$ cat src/hw/rtl/mcpg_pkg.sv
// shared widths and opcodes of the midpoint circle pixel generator
package mcpg_pkg;

  localparam int unsigned CoordW  = 16;
  localparam int unsigned RadiusW = 12;
  localparam int unsigned ColourW = 8;
  localparam int unsigned PixPerStep = 8;
  localparam int unsigned PixIdxW = $clog2(PixPerStep);

  typedef enum logic [0:0] {
    OP_LOAD = 1'b0,
    OP_STEP = 1'b1
  } op_e;

endpackage

$ cat src/hw/rtl/midpoint_circle_pixel_generator.sv
// midpoint circle pixel generator with eight-way symmetry
// a step transfer loads the pending-step register, whose pixels then pass the output register
// at one pixel per cycle while out_stall_i is low; the next step is accepted as a step's last pixel advances
// a load gives no pixels; in_stall_o is high while a step's pixels remain
// reset: asynchronous, active low; clears the circle state to idle and empties both registers
module midpoint_circle_pixel_generator #(
  parameter int unsigned RADIUS_BITS = 12
) (
  input  logic                               clk_i,
  input  logic                               rst_ni,
  input  logic                               in_valid_i,
  output logic                               in_stall_o,
  input  logic                               opcode_i,
  input  logic [mcpg_pkg::CoordW-1:0]        centre_x_i,
  input  logic [mcpg_pkg::CoordW-1:0]        centre_y_i,
  input  logic [mcpg_pkg::RadiusW-1:0]       circle_radius_i,
  input  logic [mcpg_pkg::ColourW-1:0]       palette_colour_i,
  output logic                               out_valid_o,
  input  logic                               out_stall_i,
  output logic [mcpg_pkg::CoordW-1:0]        pixel_x_o,
  output logic [mcpg_pkg::CoordW-1:0]        pixel_y_o,
  output logic [mcpg_pkg::ColourW-1:0]       pixel_colour_o,
  output logic                               last_of_step_o,
  output logic                               circle_done_o
);

  localparam int unsigned R  = RADIUS_BITS;
  localparam int unsigned DW = RADIUS_BITS + 2;
  localparam int unsigned EW = RADIUS_BITS + 3;
  localparam int unsigned CW = mcpg_pkg::CoordW;
  localparam int unsigned KW = mcpg_pkg::PixIdxW;
  localparam logic [KW-1:0] KLast = KW'(mcpg_pkg::PixPerStep - 1);

  // circle state
  logic [CW-1:0]                  centre_col_q, centre_row_q;
  logic [mcpg_pkg::ColourW-1:0]   colour_q;
  logic [R-1:0]                   radius_q;
  logic signed [R:0]              oct_x_q, oct_x_d;
  logic [R-1:0]                   oct_y_q, oct_y_d;
  logic [DW-1:0]                  dx_q, dx_d, dy_q, dy_d;
  logic signed [EW-1:0]           err_q, err_d;
  logic                           active_q, active_d;

  // pending step
  logic                           job_valid_q;
  logic [CW-1:0]                  job_cx_q, job_cy_q, job_ux_q, job_uy_q;
  logic [mcpg_pkg::ColourW-1:0]   job_colour_q;
  logic                           job_done_q;
  logic [KW-1:0]                  k_q;

  // output register
  logic                           out_valid_q;
  logic [CW-1:0]                  px_q, py_q;
  logic [mcpg_pkg::ColourW-1:0]   pcol_q;
  logic                           last_q, done_q;

  logic                           in_xfer, load_go, step_go, advance, job_end;
  logic [CW-1:0]                  radius_ext;
  logic [R-1:0]                   radius_in;
  logic signed [EW-1:0]           two_r, two_r_in, err_a, err_b;
  logic [R-1:0]                   y_a;
  logic [DW-1:0]                  dy_a, dx_b;
  logic signed [R:0]              x_b;
  logic                           done_n;
  logic                           swap, neg_x, neg_y;
  logic [CW-1:0]                  ox, oy, pix_x, pix_y;

  assign advance    = job_valid_q && (!out_valid_q || !out_stall_i);
  assign job_end    = advance && (k_q == KLast);
  assign in_stall_o = job_valid_q && !job_end;
  assign in_xfer    = in_valid_i && !in_stall_o;
  assign load_go    = in_xfer && (opcode_i == mcpg_pkg::OP_LOAD);
  assign step_go    = in_xfer && (opcode_i == mcpg_pkg::OP_STEP) && active_q;

  assign radius_ext = CW'(circle_radius_i);
  assign radius_in  = radius_ext[R-1:0];
  assign two_r_in   = $signed({2'b00, radius_in, 1'b0});
  assign two_r      = $signed({2'b00, radius_q, 1'b0});

  // octant update
  always_comb begin
    if (err_q <= 0) begin
      err_a = err_q + $signed({1'b0, dy_q});
      y_a   = oct_y_q + R'(1);
      dy_a  = dy_q + DW'(2);
    end else begin
      err_a = err_q;
      y_a   = oct_y_q;
      dy_a  = dy_q;
    end
    if (err_a > 0) begin
      x_b   = oct_x_q - (R+1)'(1);
      dx_b  = dx_q + DW'(2);
      err_b = err_a + $signed({1'b0, dx_b}) - two_r;
    end else begin
      x_b   = oct_x_q;
      dx_b  = dx_q;
      err_b = err_a;
    end
    done_n = x_b < $signed({1'b0, y_a});
  end

  always_comb begin
    oct_x_d  = oct_x_q;
    oct_y_d  = oct_y_q;
    dx_d     = dx_q;
    dy_d     = dy_q;
    err_d    = err_q;
    active_d = active_q;
    if (load_go) begin
      oct_x_d  = $signed({1'b0, radius_in}) - (R+1)'(1);
      oct_y_d  = '0;
      dx_d     = DW'(1);
      dy_d     = DW'(1);
      err_d    = EW'(1) - two_r_in;
      active_d = (radius_in != '0);
    end else if (step_go) begin
      oct_x_d  = x_b;
      oct_y_d  = y_a;
      dx_d     = dx_b;
      dy_d     = dy_a;
      err_d    = err_b;
      active_d = !done_n;
    end
  end

  // mirror selection for pixel k
  assign swap  = k_q[0] ^ k_q[1];
  assign neg_x = k_q[1] ^ k_q[2];
  assign neg_y = k_q[2];
  assign ox    = swap ? job_uy_q : job_ux_q;
  assign oy    = swap ? job_ux_q : job_uy_q;
  assign pix_x = neg_x ? (job_cx_q - ox) : (job_cx_q + ox);
  assign pix_y = neg_y ? (job_cy_q - oy) : (job_cy_q + oy);

  always_ff @(posedge clk_i or negedge rst_ni) begin
    if (!rst_ni) begin
      centre_col_q <= '0;
      centre_row_q <= '0;
      colour_q     <= '0;
      radius_q     <= '0;
      oct_x_q      <= '0;
      oct_y_q      <= '0;
      dx_q         <= '0;
      dy_q         <= '0;
      err_q        <= '0;
      active_q     <= 1'b0;
      job_valid_q  <= 1'b0;
      k_q          <= '0;
      out_valid_q  <= 1'b0;
    end else begin
      oct_x_q  <= oct_x_d;
      oct_y_q  <= oct_y_d;
      dx_q     <= dx_d;
      dy_q     <= dy_d;
      err_q    <= err_d;
      active_q <= active_d;
      if (load_go) begin
        centre_col_q <= centre_x_i;
        centre_row_q <= centre_y_i;
        colour_q     <= palette_colour_i;
        radius_q     <= radius_in;
      end
      if (step_go) begin
        job_valid_q <= 1'b1;
        k_q         <= '0;
      end else if (job_end) begin
        job_valid_q <= 1'b0;
      end else if (advance) begin
        k_q <= k_q + KW'(1);
      end
      if (advance) begin
        out_valid_q <= 1'b1;
      end else if (!out_stall_i) begin
        out_valid_q <= 1'b0;
      end
    end
  end

  // payload registers
  always_ff @(posedge clk_i) begin
    if (step_go) begin
      job_cx_q     <= centre_col_q;
      job_cy_q     <= centre_row_q;
      job_ux_q     <= CW'(oct_x_q[R-1:0]);
      job_uy_q     <= CW'(oct_y_q);
      job_colour_q <= colour_q;
      job_done_q   <= done_n;
    end
    if (advance) begin
      px_q   <= pix_x;
      py_q   <= pix_y;
      pcol_q <= job_colour_q;
      last_q <= (k_q == KLast);
      done_q <= (k_q == KLast) && job_done_q;
    end
  end

  assign out_valid_o    = out_valid_q;
  assign pixel_x_o      = px_q;
  assign pixel_y_o      = py_q;
  assign pixel_colour_o = pcol_q;
  assign last_of_step_o = last_q;
  assign circle_done_o  = done_q;

endmodule

$ cat config.mk
export PLATFORM = sky130hd
export DESIGN_NAME = midpoint_circle_pixel_generator
export DESIGN_NICKNAME = d
export VERILOG_FILES = /design/src/hw/rtl/mcpg_pkg.sv /design/src/hw/rtl/midpoint_circle_pixel_generator.sv
export SDC_FILE = /design/constraint.sdc
export NUM_CORES = 1
export LEC_CHECK = 0
export ABC_AREA = 1
export BUFFER_PORTS_ARGS = -buffer_cell sky130_fd_sc_hd__clkbuf_2
export CAP_MARGIN = 20
export CELL_PAD_IN_SITES_DETAIL_PLACEMENT = 1
export CELL_PAD_IN_SITES_GLOBAL_PLACEMENT = 1
export CORE_UTILIZATION = 42
export CTS_CLUSTER_DIAMETER = 30
export DETAILED_ROUTE_END_ITERATION = 7
export PLACE_DENSITY = 0.86
export SLEW_MARGIN = 25
export SYNTH_ARGS = -nofsm -noshare
export SYNTH_HDL_FRONTEND = slang
export SYNTH_SLANG_ARGS = --single-unit
$ cat constraint.sdc
create_clock -name clk_i -period 3.62 [get_ports clk_i]
set_input_delay 0.362 -clock clk_i [delete_from_list [all_inputs] [get_ports clk_i]]
set_output_delay 0.362 -clock clk_i [all_outputs]
set_load 0.005 [all_outputs]
==> impl_metrics.csv <==
group,metric,value,unit
status,status,"finished with violations",
status,violations,"design-rule violations, negative hold slack, negative setup slack",
global_routing,track_usage,39.21,%
sta,post-route-min-period,5393,ps
placed_design,postPlaceCellArea,15610,um2
logic_synthesis,synth_area_leader_cell,"edfxtp_1",
critical_path,start_kind,"flop",
cts,htree_num_levels,2,
sta,worst_slew_margin_rel,22.07,%
placed_design,pre_cts_slack,-516.5,ps
placed_design,place.gp.congestion,0.9414,
cts,cts-buffers-inserted,58,
cts,clkTransAtPathRegs,70,ps
finish,area_delta_synth_final,55.12,%
sta,fin_skew,52.57,ps
routing,vias_per_cell,7.069,
critical_path,cp.arrival,5920,ps
logic_synthesis,synth_area,13640,um2
critical_path,cp_cell_sequence,"buf_6 > nor2_4 > nand2_2 > nor2_2 > nand2_2 > nand2_4 > buf_6 > buf_4 > nand4_1 > nor2_1 > nand2_1 > nor2_1 > nand4_1 > xor2_1 > ha_4 > a21o_1 > a21oi_2 > nand2_2 > inv_2 > nand2_4 > nand2_4 > a21oi_4",
cts,clock_sinks,232,
placed_design,hpwl,30.60,mm
logic_synthesis,synth_cells,1569,
global_routing,grt_pass1_vias,16220,
finish,fill_cells,3394,
sta,tightest_slew,1165,ps
cts,clk_latency,690,ps
critical_path,cp.required,4140,ps
logic_synthesis,synth_seq_area_share,46.49,%
cts,cts_root_buffer,"clkbuf_16",
floorplanning,std_cell_rows,65,
routing,wl_per_cell,39.02,um
logic_synthesis,synth_area_leaders,"edfxtp_1, dfrtp_1, nand2_1, ha_1, inv_1",
logic_synthesis,yosys.area.top_type_share,23.56,%
routing,drc,8,
sta,rsz0062_at_grt,"true",
hold_path,hold_path.class,"primary input to flop",
critical_path,cp_slowest_cell,"nor2_1",
cts,cts_tree,"done",
sta,whs,-56.13,ps
floorplanning,die_w,182.2,um
cts,cts_buffer_depth,3,
routing,wirelength,94.82,mm
floorplanning,initial_core_util,43.00,%
routing,first_pass_iters,8,
routing,ant_nets,0,
critical_path,worst-path-buf-inv,4,
critical_path,end_kind,"flop",
global_routing,grt_remaining_overflow,0,
logic_synthesis,synth_area_per_cell,8.693,um2
critical_path,cp_max_fo,5,
finish,fin_nets,2115,
sta,drv_slew,0,
sta,setup_viol,62,
placed_design,port-buffer-count,100,
job,cap_violations,0,
sta,fin_crit_sh,149.0,%
critical_path,path_class,"flop to flop",
floorplanning,io_pins,101,
global_routing,grt_pass1_wl,97.57,mm
global_routing,grt_start_max_net_pins,72,
sta,setup_tns,-33220,ps
logic_synthesis,synthesis.nets,1720,
critical_path,slowest_delay,880,ps
sta,fmax,185.4,MHz
floorplanning,dieArea,33200,um2
floorplanning,core,31720,um2
critical_path,cpLargestDelayFamily,"simple AND/OR/NAND/NOR gates",
finish,layout-drive-gt1-share,40.54,%
global_routing,antenna_found_initial,15,
sta,setup_ws,-1773,ps
routing,drt_iter0_drc,2481,
routing,vias,17180,
logic_synthesis,synth_cell_type_count,54,
sta,finalHoldViolCount,4,
finish,design_area,21160,um2
floorplanning,die_h,182.2,um
logic_synthesis,ys_seq_elements,232,
logic_synthesis,yosysWarnings,0,
==> layer usage <==
layer | vias up | global-route usage, % | routed length, um
met1 | 8016 | 39.43 | 29080
met4 | 24 | 29.31 | 12430
met2 | 2056 | 69.89 | 39460
met3 | 1100 | 10.08 | 13470
met5 | - | 0 | 380
li1 | 5982 | - | -
==> final cells by class <==
| type | count | area, um2 | area share, % |
|---|---|---|---|
| Inverter | 236 | 905.9 | 4.281 |
| Timing Repair Buffer | 366 | 2816 | 13.31 |
| Sequential cell | 232 | 6350 | 30.01 |
| Antenna cell | 15 | 37.54 | 0.1774 |
| Multi-Input combinational cell | 1070 | 8443 | 39.91 |
| Clock inverter | 37 | 486.7 | 2.300 |
| Clock buffer | 72 | 1615 | 7.635 |
| Tap cell | 402 | 503.0 | 2.377 |
==> what timing repair did <==
action,in CTS,in global routing
endpoints found under the hold margin,79,0
cloned,1,0
pin swaps,96,137
gates resized for setup,244,258
hold buffers,31,0
setup endpoints to repair,41,44
setup buffers,68,44
==> worst reg2reg max path, cell delays in order (launching register included) <==
cell	delay, ps
dfrtp_2	490
buf_6	170
nor2_4	100
nand2_2	90
nor2_2	130
nand2_2	160
nand2_4	190
buf_6	130
buf_4	120
nand4_1	180
nor2_1	880
nand2_1	300
nor2_1	340
nand4_1	200
xor2_1	410
ha_4	280
a21o_1	190
a21oi_2	180
nand2_2	230
inv_2	210
nand2_4	110
nand2_4	90
a21oi_4	80
==> through the flow <==
stage / hold slack [ps] / std cells / util, %
floorplan: 66.41 / 1569 / -
global placement: 403.5 / 2176 / 49.20
detailed placement: 405.2 / 2176 / 49.20
CTS: 2.742 / 2384 / 62.01
global route: -60.03 / 2425 / 66.67
finish: -56.13 / 2430 / 66.71
==> sequential cells by signal, indices dropped and copies added, names as in the netlist, 3 cells and up <==
signal / count
centre_row_q: 16
job_cy_q: 16
dx_q: 14
job_ux_q: 12
centre_col_q: 16
dy_q: 13
radius_q: 12
pixel_colour_o: 8
colour_q: 8
pixel_x_o: 16
job_cx_q: 16
oct_x_q: 13
k_q: 3
pixel_y_o: 16
err_q: 15
oct_y_q: 12
job_uy_q: 12
job_colour_q: 8
==> synth_stat cells, drive strengths merged <==
library cell,count
nand2,388
inv,234
dfrtp,125
nor2,119
edfxtp,107
o21ai,90
a21oi,83
ha,79
nand3,73
xor2,70
o22ai,28
xnor2,26
nor3,25
clkbuf,18
fa,15
buf,14
a31oi,9
nand4,8
nor4,7
o31ai,6
or2,6
a211oi,5
a221oi,5
a21o,4
o221ai,4
o32ai,4
o21bai,3
a21boi,2
a32oi,2
clkinv,2
nand3b,2
o21a,2
a22o,1
a22oi,1
and3,1
nor3b,1
==> worst paths after layout <==
| check | cells past startpoint | from | endpoint | slack, ps |
|---|---|---|---|---|
| setup / recovery | 22 | err_q[4] | active_q | -1770 |
| hold / removal | 3 | centre_x_i[6] | centre_col_q[6] | -60 |
| setup reg to reg | 22 | err_q[4] | active_q | -1770 |
| hold reg to reg | 0 | job_colour_q[3] | pixel_colour_o[3] | 420 |
| max in group asynchronous | 3 | rst_ni | err_q[2] | 2310 |
| min in group asynchronous | 2 | rst_ni | dx_q[5] | 360 |
==> layout by cell type (no fill, tap or decap), drive strengths merged, types with 10 or more instances in the layout <==
master | netlist | final
nand2 | 388 | 389
inv | 234 | 239
buf | 14 | 236
clkbuf | 18 | 171
dfrtp | 125 | 125
nor2 | 119 | 119
edfxtp | 107 | 107
o21ai | 90 | 90
a21oi | 83 | 83
ha | 79 | 79
nand3 | 73 | 73
xor2 | 70 | 70
dlygate4sd3 | 0 | 31
o22ai | 28 | 28
xnor2 | 26 | 26
nor3 | 25 | 25
clkinv | 2 | 16
diode | 0 | 15
fa | 15 | 15
bufinv | 0 | 10
==> cells by family (layout without fill, tap and decap cells) <==
logic type      Yosys count  in the layout  share of synthesized area (%)
other cells               0             15                              0
compound gates          249            249                          10.50
buf+inv                 268            711                          7.632
fa+ha+maj                94             94                          9.449
xor+xnor                 96             96                          6.165
simple gates            630            631                          19.76
flops                   232            232                          46.49
Power is left out: the tool's default activity adds up to more than one toggle a clock period on the data nets, which glitch-free logic cannot reach.
